### src/hw/rtl/pair_dictionary_decoder_defines.svh
// ----------------------------------------------------------------------------
// Pair dictionary decoder assertion macros
// Shared concurrent assertion forms, sampled on clock and held off in reset.
// ----------------------------------------------------------------------------
`ifndef PAIR_DICTIONARY_DECODER_DEFINES_SVH
`define PAIR_DICTIONARY_DECODER_DEFINES_SVH

// property must hold at every sampled edge out of reset
`define PDD_ASSERT(label, prop, msg) \
   label: assert property (@(posedge clock) disable iff (reset) prop) \
      else $error(msg);

// condition must never be seen out of reset
`define PDD_ASSERT_NEVER(label, cond, msg) \
   label: assert property (@(posedge clock) disable iff (reset) !(cond)) \
      else $error(msg);

`endif

### src/hw/rtl/pdd_pkg.sv
`timescale 1ns / 1ps
// ----------------------------------------------------------------------------
// Pair dictionary decoder package
// Codes, marker characters, table sizes and beat types shared by the block.
// ----------------------------------------------------------------------------
package pdd_pkg;

   localparam int TABLE_DEPTH = 127;
   localparam int IDX_W       = $clog2(TABLE_DEPTH);
   localparam int PAIR_W      = 16;
   localparam int MAX_BEATS   = 3;
   localparam int CNT_W       = $clog2(MAX_BEATS + 1);

   localparam logic [1:0] ACT_LOAD = 2'd0;
   localparam logic [1:0] ACT_DATA = 2'd1;
   localparam logic [1:0] ACT_END  = 2'd2;

   localparam logic [7:0] CH_LT     = 8'h3C;
   localparam logic [7:0] CH_AT     = 8'h40;
   localparam logic [7:0] CH_GT     = 8'h3E;
   localparam logic [7:0] CODE_BASE = 8'h81;

   typedef struct packed {
      logic [7:0] out_byte;
      logic       has_byte;
      logic       stream_end;
      logic       run_last;
   } rsp_beat_type;

   typedef struct packed {
      logic [CNT_W-1:0]                  count;
      rsp_beat_type [MAX_BEATS-1:0]      beat;
   } beat_list_type;

   typedef struct packed {
      logic [1:0] action;
      logic [7:0] in_byte;
      logic       entry_hit;
   } item_type;

   function automatic rsp_beat_type data_beat(input logic [7:0] value);
      rsp_beat_type b;
      b            = '0;
      b.out_byte   = value;
      b.has_byte   = 1'b1;
      return b;
   endfunction

endpackage

### src/hw/rtl/pdd_if.sv
`timescale 1ns / 1ps
// ----------------------------------------------------------------------------
// Pair dictionary decoder channels
// Valid/ready request and response channels with their payload fields.
// ----------------------------------------------------------------------------
interface pdd_req_if;
   logic       valid;
   logic       ready;
   logic [1:0] action;
   logic [7:0] in_byte;
   logic [6:0] entry_index;
   logic [7:0] entry_first;
   logic [7:0] entry_second;

   modport source (output valid, action, in_byte, entry_index, entry_first, entry_second,
                   input ready);
   modport sink   (input valid, action, in_byte, entry_index, entry_first, entry_second,
                   output ready);
endinterface

interface pdd_rsp_if;
   logic       valid;
   logic       ready;
   logic [7:0] out_byte;
   logic       has_byte;
   logic       stream_end;
   logic       run_last;

   modport source (output valid, out_byte, has_byte, stream_end, run_last, input ready);
   modport sink   (input valid, out_byte, has_byte, stream_end, run_last, output ready);
endinterface

### src/hw/rtl/pdd_ram.sv
`timescale 1ns / 1ps
// ----------------------------------------------------------------------------
// Generic RAM
// One write port, one read port with registered read data.
// ----------------------------------------------------------------------------
module pdd_ram #(
   parameter int WIDTH = 16,
   parameter int DEPTH = 128
) (
   input  logic                     clock,
   input  logic                     wr_en,
   input  logic [$clog2(DEPTH)-1:0] wr_addr,
   input  logic [WIDTH-1:0]         wr_data,
   input  logic                     rd_en,
   input  logic [$clog2(DEPTH)-1:0] rd_addr,
   output logic [WIDTH-1:0]         rd_data
);

   logic [WIDTH-1:0] mem_ff [DEPTH];
   logic [WIDTH-1:0] rd_data_ff;

   always_ff @(posedge clock) begin
      if (wr_en) begin
         mem_ff[wr_addr] <= wr_data;
      end
      if (rd_en) begin
         rd_data_ff <= mem_ff[rd_addr];
      end
   end

   assign rd_data = rd_data_ff;

endmodule

### src/hw/rtl/pdd_decode.sv
`timescale 1ns / 1ps
// ----------------------------------------------------------------------------
// Pair dictionary decoder stream logic
// Marker tracking state and the resolution of one item into its beats.
// ----------------------------------------------------------------------------
`include "pair_dictionary_decoder_defines.svh"

module pdd_decode (
   input  logic                               clock,
   input  logic                               reset,
   input  logic                               advance,
   input  pdd_pkg::item_type                  item,
   input  logic [pdd_pkg::PAIR_W-1:0]         entry_pair,
   output pdd_pkg::beat_list_type             beat_list
);
   import pdd_pkg::*;

   logic protected_ff, protected_in;
   logic pend_valid_ff, pend_valid_in;
   logic pend_at_ff, pend_at_in;
   logic suppress_ff, suppress_in;

   always_comb begin
      logic [CNT_W-1:0] n;
      logic [7:0]       x;
      logic [7:0]       pend_char;
      logic [7:0]       pair_hi;
      logic [7:0]       pair_lo;
      logic             eff_suppress;

      beat_list     = '0;
      protected_in  = protected_ff;
      pend_valid_in = pend_valid_ff;
      pend_at_in    = pend_at_ff;
      suppress_in   = suppress_ff;
      n             = '0;
      x             = item.in_byte;
      pend_char     = pend_at_ff ? CH_AT : CH_LT;
      pair_hi       = item.entry_hit ? entry_pair[15:8] : 8'h00;
      pair_lo       = item.entry_hit ? entry_pair[7:0]  : 8'h00;
      eff_suppress  = suppress_ff && !pend_valid_ff;

      unique case (item.action)
         ACT_DATA: begin
            if (pend_valid_ff && !pend_at_ff && x == CH_AT) begin
               pend_valid_in = 1'b0;
               protected_in  = 1'b1;
               suppress_in   = 1'b1;
            end else if (pend_valid_ff && pend_at_ff && x == CH_GT) begin
               pend_valid_in = 1'b0;
               protected_in  = 1'b0;
               suppress_in   = 1'b1;
            end else begin
               if (pend_valid_ff) begin
                  beat_list.beat[0] = data_beat(pend_char);
                  n                 = CNT_W'(1);
               end
               pend_valid_in = 1'b0;
               suppress_in   = 1'b0;
               if (!eff_suppress && x == CH_LT) begin
                  pend_valid_in = 1'b1;
                  pend_at_in    = 1'b0;
               end else if (protected_ff && x == CH_AT) begin
                  pend_valid_in = 1'b1;
                  pend_at_in    = 1'b1;
               end else if (!protected_ff && x >= CODE_BASE) begin
                  beat_list.beat[n]               = data_beat(pair_hi);
                  beat_list.beat[CNT_W'(n + 1'b1)] = data_beat(pair_lo);
                  n                               = CNT_W'(n + 2'd2);
               end else begin
                  beat_list.beat[n] = data_beat(x);
                  n                 = CNT_W'(n + 1'b1);
               end
            end
            if (n != '0) begin
               beat_list.beat[CNT_W'(n - 1'b1)].run_last = 1'b1;
            end
         end
         ACT_END: begin
            if (pend_valid_ff) begin
               beat_list.beat[0] = data_beat(pend_char);
            end
            beat_list.beat[0].stream_end = 1'b1;
            beat_list.beat[0].run_last   = 1'b1;
            n             = CNT_W'(1);
            protected_in  = 1'b0;
            pend_valid_in = 1'b0;
            pend_at_in    = 1'b0;
            suppress_in   = 1'b0;
         end
         default: begin
         end
      endcase
      beat_list.count = n;
   end

   always_ff @(posedge clock) begin
      if (reset) begin
         protected_ff  <= 1'b0;
         pend_valid_ff <= 1'b0;
         pend_at_ff    <= 1'b0;
         suppress_ff   <= 1'b0;
      end else if (advance) begin
         protected_ff  <= protected_in;
         pend_valid_ff <= pend_valid_in;
         pend_at_ff    <= pend_at_in;
         suppress_ff   <= suppress_in;
      end
   end

   `PDD_ASSERT_NEVER(a_pend_at_outside, pend_valid_ff && pend_at_ff && !protected_ff, "pending close marker outside protected section")
   `PDD_ASSERT(a_end_one_beat, (advance && item.action == ACT_END) |-> (beat_list.count == CNT_W'(1)), "end item must give exactly one beat")

endmodule

### src/hw/rtl/pdd_rsp_queue.sv
`timescale 1ns / 1ps
// ----------------------------------------------------------------------------
// Pair dictionary decoder response queue
// Three-slot output register that drains one resolved beat per cycle while rsp is ready.
// ----------------------------------------------------------------------------
`include "pair_dictionary_decoder_defines.svh"

module pdd_rsp_queue (
   input  logic                   clock,
   input  logic                   reset,
   input  logic                   load,
   input  pdd_pkg::beat_list_type beat_list,
   output logic                   can_load,
   pdd_rsp_if.source              rsp
);
   import pdd_pkg::*;

   logic [CNT_W-1:0]             count_ff, count_in;
   rsp_beat_type [MAX_BEATS-1:0] slot_ff, slot_in;
   logic                         pop;

   assign pop      = rsp.valid && rsp.ready;
   assign can_load = (count_ff == '0) || (count_ff == CNT_W'(1) && pop);

   always_comb begin
      count_in = count_ff;
      slot_in  = slot_ff;
      if (load) begin
         count_in = beat_list.count;
         slot_in  = beat_list.beat;
      end else if (pop) begin
         count_in = CNT_W'(count_ff - 1'b1);
         for (int i = 0; i < MAX_BEATS - 1; i++) begin
            slot_in[i] = slot_ff[i + 1];
         end
         slot_in[MAX_BEATS-1] = '0;
      end
   end

   always_ff @(posedge clock) begin
      if (reset) begin
         count_ff <= '0;
      end else begin
         count_ff <= count_in;
      end
   end

   always_ff @(posedge clock) begin
      slot_ff <= slot_in;
   end

   assign rsp.valid      = (count_ff != '0);
   assign rsp.out_byte   = slot_ff[0].out_byte;
   assign rsp.has_byte   = slot_ff[0].has_byte;
   assign rsp.stream_end = slot_ff[0].stream_end;
   assign rsp.run_last   = slot_ff[0].run_last;

   `PDD_ASSERT(a_load_when_free, load |-> can_load, "queue loaded while still holding beats")
   `PDD_ASSERT(a_end_is_last, (rsp.valid && rsp.stream_end) |-> rsp.run_last, "end beat not marked last")
   `PDD_ASSERT(a_last_closes, (rsp.valid && rsp.run_last) |-> (count_ff == CNT_W'(1)), "last beat not alone")

endmodule

### src/hw/rtl/pair_dictionary_decoder.sv
`timescale 1ns / 1ps
// ----------------------------------------------------------------------------
// Pair dictionary decoder
// Streaming byte-pair decoder with protected sections and a loadable table.
//
//   channel   dir   beat contents
//   req_chan  in    action, in_byte, entry_index, entry_first, entry_second
//   rsp_chan  out   out_byte, has_byte, stream_end, run_last
//
// A req beat is registered together with its table read, then resolved
// combinationally into zero to three rsp beats held in a three-slot
// output queue. One rsp beat leaves per cycle while the rsp port is ready,
// and the next item loads as the last beat of one leaves; the rsp port
// sets the rate. Reset clears stream state and the table valid bits.
// req_ready drops only while the item register waits on a busy queue.
// ----------------------------------------------------------------------------
module pair_dictionary_decoder (
   input  logic      clock,
   input  logic      reset,
   pdd_req_if.sink   req_chan,
   pdd_rsp_if.source rsp_chan
);
   import pdd_pkg::*;

   logic                   accept;
   logic                   advance;
   logic                   can_load;
   logic                   s1_valid_ff, s1_valid_in;
   item_type               s1_item_ff, s1_item_in;
   logic [TABLE_DEPTH-1:0] entry_valid_ff;
   logic [IDX_W-1:0]       rd_idx;
   logic                   wr_en;
   logic [PAIR_W-1:0]      entry_pair;
   beat_list_type          beat_list;

   assign advance        = s1_valid_ff && can_load;
   assign req_chan.ready = !s1_valid_ff || advance;
   assign accept         = req_chan.valid && req_chan.ready;

   assign rd_idx = IDX_W'(req_chan.in_byte - CODE_BASE);
   assign wr_en  = accept && (req_chan.action == ACT_LOAD)
                   && (req_chan.entry_index < IDX_W'(TABLE_DEPTH));

   always_comb begin
      s1_item_in.action    = req_chan.action;
      s1_item_in.in_byte   = req_chan.in_byte;
      s1_item_in.entry_hit = (rd_idx < IDX_W'(TABLE_DEPTH)) ? entry_valid_ff[rd_idx] : 1'b0;
      s1_valid_in          = accept ? 1'b1 : (advance ? 1'b0 : s1_valid_ff);
   end

   always_ff @(posedge clock) begin
      if (reset) begin
         s1_valid_ff    <= 1'b0;
         entry_valid_ff <= '0;
      end else begin
         s1_valid_ff <= s1_valid_in;
         if (wr_en) begin
            entry_valid_ff[req_chan.entry_index] <= 1'b1;
         end
      end
   end

   always_ff @(posedge clock) begin
      if (accept) begin
         s1_item_ff <= s1_item_in;
      end
   end

   pdd_ram #(
      .WIDTH (PAIR_W),
      .DEPTH (TABLE_DEPTH)
   ) u_pair_table (
      .clock   (clock),
      .wr_en   (wr_en),
      .wr_addr (req_chan.entry_index),
      .wr_data ({req_chan.entry_first, req_chan.entry_second}),
      .rd_en   (accept),
      .rd_addr (rd_idx),
      .rd_data (entry_pair)
   );

   pdd_decode u_decode (
      .clock      (clock),
      .reset      (reset),
      .advance    (advance),
      .item       (s1_item_ff),
      .entry_pair (entry_pair),
      .beat_list  (beat_list)
   );

   pdd_rsp_queue u_rsp_queue (
      .clock     (clock),
      .reset     (reset),
      .load      (advance),
      .beat_list (beat_list),
      .can_load  (can_load),
      .rsp       (rsp_chan)
   );

endmodule
### src/flat_wrapper.sv
// flat-port wrapper written by rule: the top's interface ports become plain ports
module pair_dictionary_decoder_flat import pdd_pkg::*;
  (clock, reset, req_chan_valid, req_chan_action, req_chan_in_byte, req_chan_entry_index, req_chan_entry_first, req_chan_entry_second, req_chan_ready, rsp_chan_valid, rsp_chan_out_byte, rsp_chan_has_byte, rsp_chan_stream_end, rsp_chan_run_last, rsp_chan_ready);
  pdd_req_if req_chan_i ();
  pdd_rsp_if rsp_chan_i ();
  input  logic clock;
  input  logic reset;
  input wire logic [$bits(req_chan_i.valid)-1:0] req_chan_valid;
  input wire logic [$bits(req_chan_i.action)-1:0] req_chan_action;
  input wire logic [$bits(req_chan_i.in_byte)-1:0] req_chan_in_byte;
  input wire logic [$bits(req_chan_i.entry_index)-1:0] req_chan_entry_index;
  input wire logic [$bits(req_chan_i.entry_first)-1:0] req_chan_entry_first;
  input wire logic [$bits(req_chan_i.entry_second)-1:0] req_chan_entry_second;
  output wire logic [$bits(req_chan_i.ready)-1:0] req_chan_ready;
  output wire logic [$bits(rsp_chan_i.valid)-1:0] rsp_chan_valid;
  output wire logic [$bits(rsp_chan_i.out_byte)-1:0] rsp_chan_out_byte;
  output wire logic [$bits(rsp_chan_i.has_byte)-1:0] rsp_chan_has_byte;
  output wire logic [$bits(rsp_chan_i.stream_end)-1:0] rsp_chan_stream_end;
  output wire logic [$bits(rsp_chan_i.run_last)-1:0] rsp_chan_run_last;
  input wire logic [$bits(rsp_chan_i.ready)-1:0] rsp_chan_ready;
  assign req_chan_i.valid = req_chan_valid;
  assign req_chan_i.action = req_chan_action;
  assign req_chan_i.in_byte = req_chan_in_byte;
  assign req_chan_i.entry_index = req_chan_entry_index;
  assign req_chan_i.entry_first = req_chan_entry_first;
  assign req_chan_i.entry_second = req_chan_entry_second;
  assign req_chan_ready = req_chan_i.ready;
  assign rsp_chan_valid = rsp_chan_i.valid;
  assign rsp_chan_out_byte = rsp_chan_i.out_byte;
  assign rsp_chan_has_byte = rsp_chan_i.has_byte;
  assign rsp_chan_stream_end = rsp_chan_i.stream_end;
  assign rsp_chan_run_last = rsp_chan_i.run_last;
  assign rsp_chan_i.ready = rsp_chan_ready;
  pair_dictionary_decoder u_core (.clock(clock), .reset(reset), .req_chan(req_chan_i), .rsp_chan(rsp_chan_i));
endmodule
### config.mk
export PLATFORM = sky130hd
export DESIGN_NAME = pair_dictionary_decoder_flat
export DESIGN_NICKNAME = d
export VERILOG_FILES = /design/src/hw/rtl/pdd_pkg.sv /design/src/hw/rtl/pdd_if.sv /design/src/hw/rtl/pdd_ram.sv /design/src/hw/rtl/pdd_decode.sv /design/src/hw/rtl/pdd_rsp_queue.sv /design/src/hw/rtl/pair_dictionary_decoder.sv /design/src/flat_wrapper.sv
export VERILOG_INCLUDE_DIRS = /design/src /design/src/hw/rtl
export SDC_FILE = /design/constraint.sdc
export NUM_CORES = 2
export LEC_CHECK = 0
export ABC_CLOCK_PERIOD_IN_PS = 8870
export BUFFER_PORTS_ARGS = -buffer_cell sky130_fd_sc_hd__buf_2
export CORE_UTILIZATION = 45
export CTS_CLUSTER_SIZE = 25
export DETAILED_ROUTE_END_ITERATION = 12
export PLACE_DENSITY = 0.68
export SLEW_MARGIN = 20
export SYNTH_ARGS = -nofsm -noshare
export SYNTH_HDL_FRONTEND = slang
export SYNTH_SLANG_ARGS = --single-unit
### constraint.sdc
create_clock -name clock -period 8.87 [get_ports clock]
set_input_delay 0.4435 -clock clock [delete_from_list [all_inputs] [get_ports clock]]
set_output_delay 0.4435 -clock clock [all_outputs]
set_load 0.05 [all_outputs]
==> impl_metrics.prom <==
# TYPE chip_impl_metric gauge
chip_impl_metric{name="hold-worst-slack",unit="ns"} 0.0588
chip_impl_metric{name="setup-violations-final",unit=""} 0
chip_impl_metric{name="clkSinkCount",unit=""} 2224
chip_impl_metric{name="timing.clock.skew",unit="ns"} 0.0418
chip_impl_metric{name="crit_arrival",unit="ns"} 5.08
chip_impl_info{name="holdCritStartpoint",value="req_chan_entry_second[1]"} 1
chip_impl_info{name="critPathSlowestCell",value="ha_4"} 1
chip_impl_metric{name="overflow_left_after_global_routing",unit=""} 0
chip_impl_info{name="yosysTopAreaCell",value="edfxtp_1"} 1
chip_impl_metric{name="cts_inserted_buffers",unit=""} 216
chip_impl_metric{name="slew_worst_pin",unit="ns"} 1.14
chip_impl_info{name="critical-path-top-cell-by-count",value="buf_4"} 1
chip_impl_metric{name="global_route_wire_length_before_repair",unit="um"} 322000
chip_impl_metric{name="io_pins",unit=""} 50
chip_impl_metric{name="cts.repair.resized",unit=""} 0
chip_impl_metric{name="r2r_slack",unit="ns"} 4.49
chip_impl_metric{name="lkg_pwr",unit="nW"} 31.1
chip_impl_metric{name="maxClockFrequency",unit="GHz"} 0.221
chip_impl_metric{name="synth-async-reset-ratio",unit=""} 0
chip_impl_info{name="worstHoldEndpoint",value="u_core.u_pair_table.mem_ff[113][1]$_DFFE_PP_"} 1
chip_impl_metric{name="grt_antenna_before_repair",unit=""} 5
chip_impl_metric{name="port_buffers",unit=""} 49
chip_impl_info{name="critical_path.endpoint_type",value="register"} 1
chip_impl_info{name="tritoncts",value="built"} 1
chip_impl_metric{name="routed_via_density",unit=""} 6.12
chip_impl_metric{name="core_area",unit="um^2"} 191000
chip_impl_metric{name="maxCapViolCount",unit=""} 0
chip_impl_metric{name="critical-path-max-stage-delay",unit="ns"} 0.85
chip_impl_info{name="path_cells",value="buf_8 -> inv_1 -> ha_4 -> buf_4 -> buf_4 -> mux4_2 -> mux2i_1 -> a32oi_1 -> a31oi_1 -> a2111oi_2"} 1
chip_impl_metric{name="yosysWarnings",unit=""} 0
chip_impl_metric{name="number_of_global_route_vias_before_repair",unit=""} 44683
chip_impl_metric{name="die_area",unit="um^2"} 195000
chip_impl_metric{name="detailedPlacementHpwl",unit="um"} 129000
chip_impl_info{name="start_kind",value="primary input"} 1
chip_impl_metric{name="top_cell_type_s_share_of_synthesized_area",unit=""} 0.723
chip_impl_metric{name="yosysSeqAreaShare",unit=""} 0.754
chip_impl_metric{name="post-route-period-util",unit=""} 0.511
chip_impl_info{name="hold_path_class",value="in -> reg"} 1
chip_impl_metric{name="globalplace.congestion",unit=""} 0.864
chip_impl_metric{name="drtIter0Drc",unit=""} 5538
chip_impl_metric{name="critical_path.n_buffers_inverters",unit=""} 4
chip_impl_info{name="cp_top_family",value="buffers and inverters"} 1
chip_impl_metric{name="htreeDepth",unit=""} 4
chip_impl_metric{name="dieWidth",unit="um"} 441
chip_impl_metric{name="clkSlewWorstSetupHoldPaths",unit="ns"} 0.06
chip_impl_metric{name="detail_route.drc_violations",unit=""} 0
chip_impl_metric{name="irDropWorstVdd",unit="uV"} 212
chip_impl_metric{name="wl_per_cell",unit="um"} 29.8
chip_impl_metric{name="syn-cell-area",unit="um^2"} 86800
chip_impl_info{name="crit_type",value="in -> reg"} 1
chip_impl_metric{name="synthesized_nets",unit=""} 4619
chip_impl_metric{name="placement_row_count",unit=""} 160
chip_impl_metric{name="synth.ff_latch_count",unit=""} 2224
chip_impl_metric{name="power-per-cell-area",unit="nW/um^2"} 229
chip_impl_metric{name="synth-edff-count",unit=""} 2090
chip_impl_metric{name="floorplan.initialDensity",unit=""} 0.455
chip_impl_info{name="post_synth_most_frequent_cells",value="edfxtp_1 (2,090), mux4_2 (509), nand2_1 (473)"} 1
chip_impl_metric{name="cts_buffer_depth",unit=""} 3
chip_impl_metric{name="wirelength",unit="um"} 223000
chip_impl_metric{name="timing.critical_path.fanout_max",unit=""} 70
chip_impl_info{name="grt-busiest-layer",value="met2"} 1
chip_impl_metric{name="setup_total_negative_slack",unit="ns"} 0
chip_impl_metric{name="nFillCells",unit=""} 14942
chip_impl_metric{name="rr_worst_depth",unit=""} 10
chip_impl_metric{name="layout-area-overhead-vs-synth",unit="%"} 12.6
chip_impl_metric{name="postSynthAreaPerCell",unit="um^2"} 19.0
chip_impl_metric{name="ant_nets",unit=""} 0
chip_impl_metric{name="finalWorstPathRequiredPeriod",unit="ns"} 4.53
chip_impl_metric{name="track_usage",unit=""} 0.230
chip_impl_metric{name="drt_pass1_iterations",unit=""} 6
chip_impl_metric{name="clk_latency",unit="ns"} 0.87
chip_impl_metric{name="hold_violations",unit=""} 0
chip_impl_metric{name="cell_depth_of_the_worst_min_delay_path",unit=""} 1
chip_impl_info{name="grt_setup_unrepaired",value="no"} 1
chip_impl_info{name="top_cells_by_area_in_the_synthesized_netlist",value="edfxtp_1 (72%), mux4_2 (13%), dfxtp_1 (3.1%)"} 1
chip_impl_metric{name="maxSlewHeadroom",unit=""} 0.242
chip_impl_metric{name="height_of_the_die",unit="um"} 441
chip_impl_metric{name="crit_required",unit="ns"} 9.42
chip_impl_info{name="worst_flop_to_flop_path_startpoint",value="u_core.u_rsp_queue.count_ff[0]$_SDFFE_PP0P_"} 1
chip_impl_info{name="outcome",value="complete, no violations"} 1
chip_impl_metric{name="finalMaxSlewViolations",unit=""} 0
chip_impl_info{name="clock-root-buffer",value="clkbuf_16"} 1
chip_impl_info{name="yosys.cell_count.top_type",value="edfxtp_1"} 1
chip_impl_metric{name="finish.net_count",unit=""} 4817
chip_impl_metric{name="synth_cell_type_count",unit=""} 73
chip_impl_info{name="worst_r2r_endpoint",value="u_core.u_pair_table.mem_ff[56][11]$_DFFE_PP_"} 1
chip_impl_info{name="ys_dominant_reg_cell",value="edfxtp_1"} 1
chip_impl_metric{name="drive_above_1_share",unit=""} 0.227
chip_impl_metric{name="grt.met1_usage",unit=""} 0.332
chip_impl_metric{name="route.vias.total",unit=""} 45782
chip_impl_metric{name="post_synth_inst_count",unit=""} 4576
chip_impl_metric{name="grtUsageMet3",unit=""} 0.0465
chip_impl_metric{name="grt_start_max_net_pins",unit=""} 127
chip_impl_metric{name="use_met2",unit=""} 0.350
## worst max-delay path by stage
stage	startpoint	end	slack, ns	cells after the start
3_5_place_dp	req_chan_in_byte[0]	u_core.u_pair_table.rd_data[7]$_DFFE_PP_	3.44	10
3_3_place_gp	req_chan_in_byte[0]	u_core.u_pair_table.rd_data[7]$_DFFE_PP_	3.44	10
2_1_floorplan	req_chan_in_byte[0]	u_core.s1_item_ff[0]$_SDFFCE_PP0P_	5.28	17
6_report	req_chan_in_byte[0]	u_core.u_pair_table.rd_data[7]$_DFFE_PP_	4.34	10
5_1_grt	req_chan_in_byte[0]	u_core.u_pair_table.rd_data[7]$_DFFE_PP_	4.10	10
4_1_cts	req_chan_in_byte[0]	u_core.u_pair_table.rd_data[7]$_DFFE_PP_	4.35	10
## cell families after synthesis
family	Yosys count	synth area share
buf+inv	301	0.0190
flops	2224	0.754
mux	587	0.143
compound gates	353	0.0277
fa+ha+maj	6	0.000865
simple gates	1100	0.0546
xor+xnor	5	0.000505
## through the flow
step,setup WS (ns),total power [mW],utilization,area [um^2],cells
CTS,4.35,22.4,0.512,97600,7472
global placement,3.44,13.3,0.474,90400,7055
floorplan,5.28,12.7,-,86800,4576
detailed placement,3.44,13.3,0.474,90400,7055
global route,4.10,22.9,0.512,97700,7472
finish,4.34,22.3,0.512,97700,7475
## routing by layer
metal / part of all wire / wire length [um]
met5: 0.00011 / 25
met4: 0.031 / 6970
met3: 0.10 / 22900
met2: 0.46 / 103000
met1: 0.40 / 89700
## final cells by class
class,instances,area [um^2],share of cell area
Tap cell,2511,3140,0.0322
Timing Repair Buffer,266,2060,0.0211
Sequential cell,2224,65400,0.670
Inverter,15,56.3,0.000577
Multi-Input combinational cell,2051,19800,0.203
Clock inverter,144,1520,0.0156
Antenna cell,3,7.51,0.0000769
Clock buffer,261,5630,0.0576
## flip-flops by register name, summed over array words and instances, names as in the netlist
register / cells
u_core.entry_valid_ff: 127
u_core.s1_item_ff: 11
u_core.s1_valid_ff: 1
u_core.u_decode.pend_at_ff: 1
u_core.u_decode.pend_valid_ff: 1
u_core.u_decode.protected_ff: 1
u_core.u_decode.suppress_ff: 1
u_core.u_pair_table.mem_ff: 2032
u_core.u_pair_table.rd_data: 16
u_core.u_rsp_queue.count_ff: 2
u_core.u_rsp_queue.rsp.has_byte: 1
u_core.u_rsp_queue.rsp.out_byte: 8
u_core.u_rsp_queue.rsp.run_last: 1
u_core.u_rsp_queue.rsp.stream_end: 1
u_core.u_rsp_queue.slot_ff: 20
## placed cells by master (no fill, tap or decap), types with 14 or more instances in the layout
cell	instances
clkbuf_16	218
a221oi_1	14
nand4_1	21
a22o_1	20
clkbuf_1	40
clkinv_2	44
a31oi_1	38
clkinv_1	49
a22oi_1	20
bufinv_16	23
a21oi_1	156
o21ai_0	21
mux2i_1	67
buf_2	31
a32oi_1	16
dfxtp_1	134
nand3_1	201
a41oi_1	14
mux4_2	509
and2_1	14
edfxtp_1	2090
buf_4	213
nand2_1	472
nor2_1	298
## power breakdown
part	switching [mW]	internal [mW]	leakage, nW
Combinational	1.04	0.479	7.68
Clock	3.98	5.21	3.47
Sequential	0.0535	11.6	19.9
## repair_timing
item,CTS,global route
hold endpoints to repair,59,0
buffers inserted,0,0
hold buffers,12,0
(Power assumes the default switching activity.)
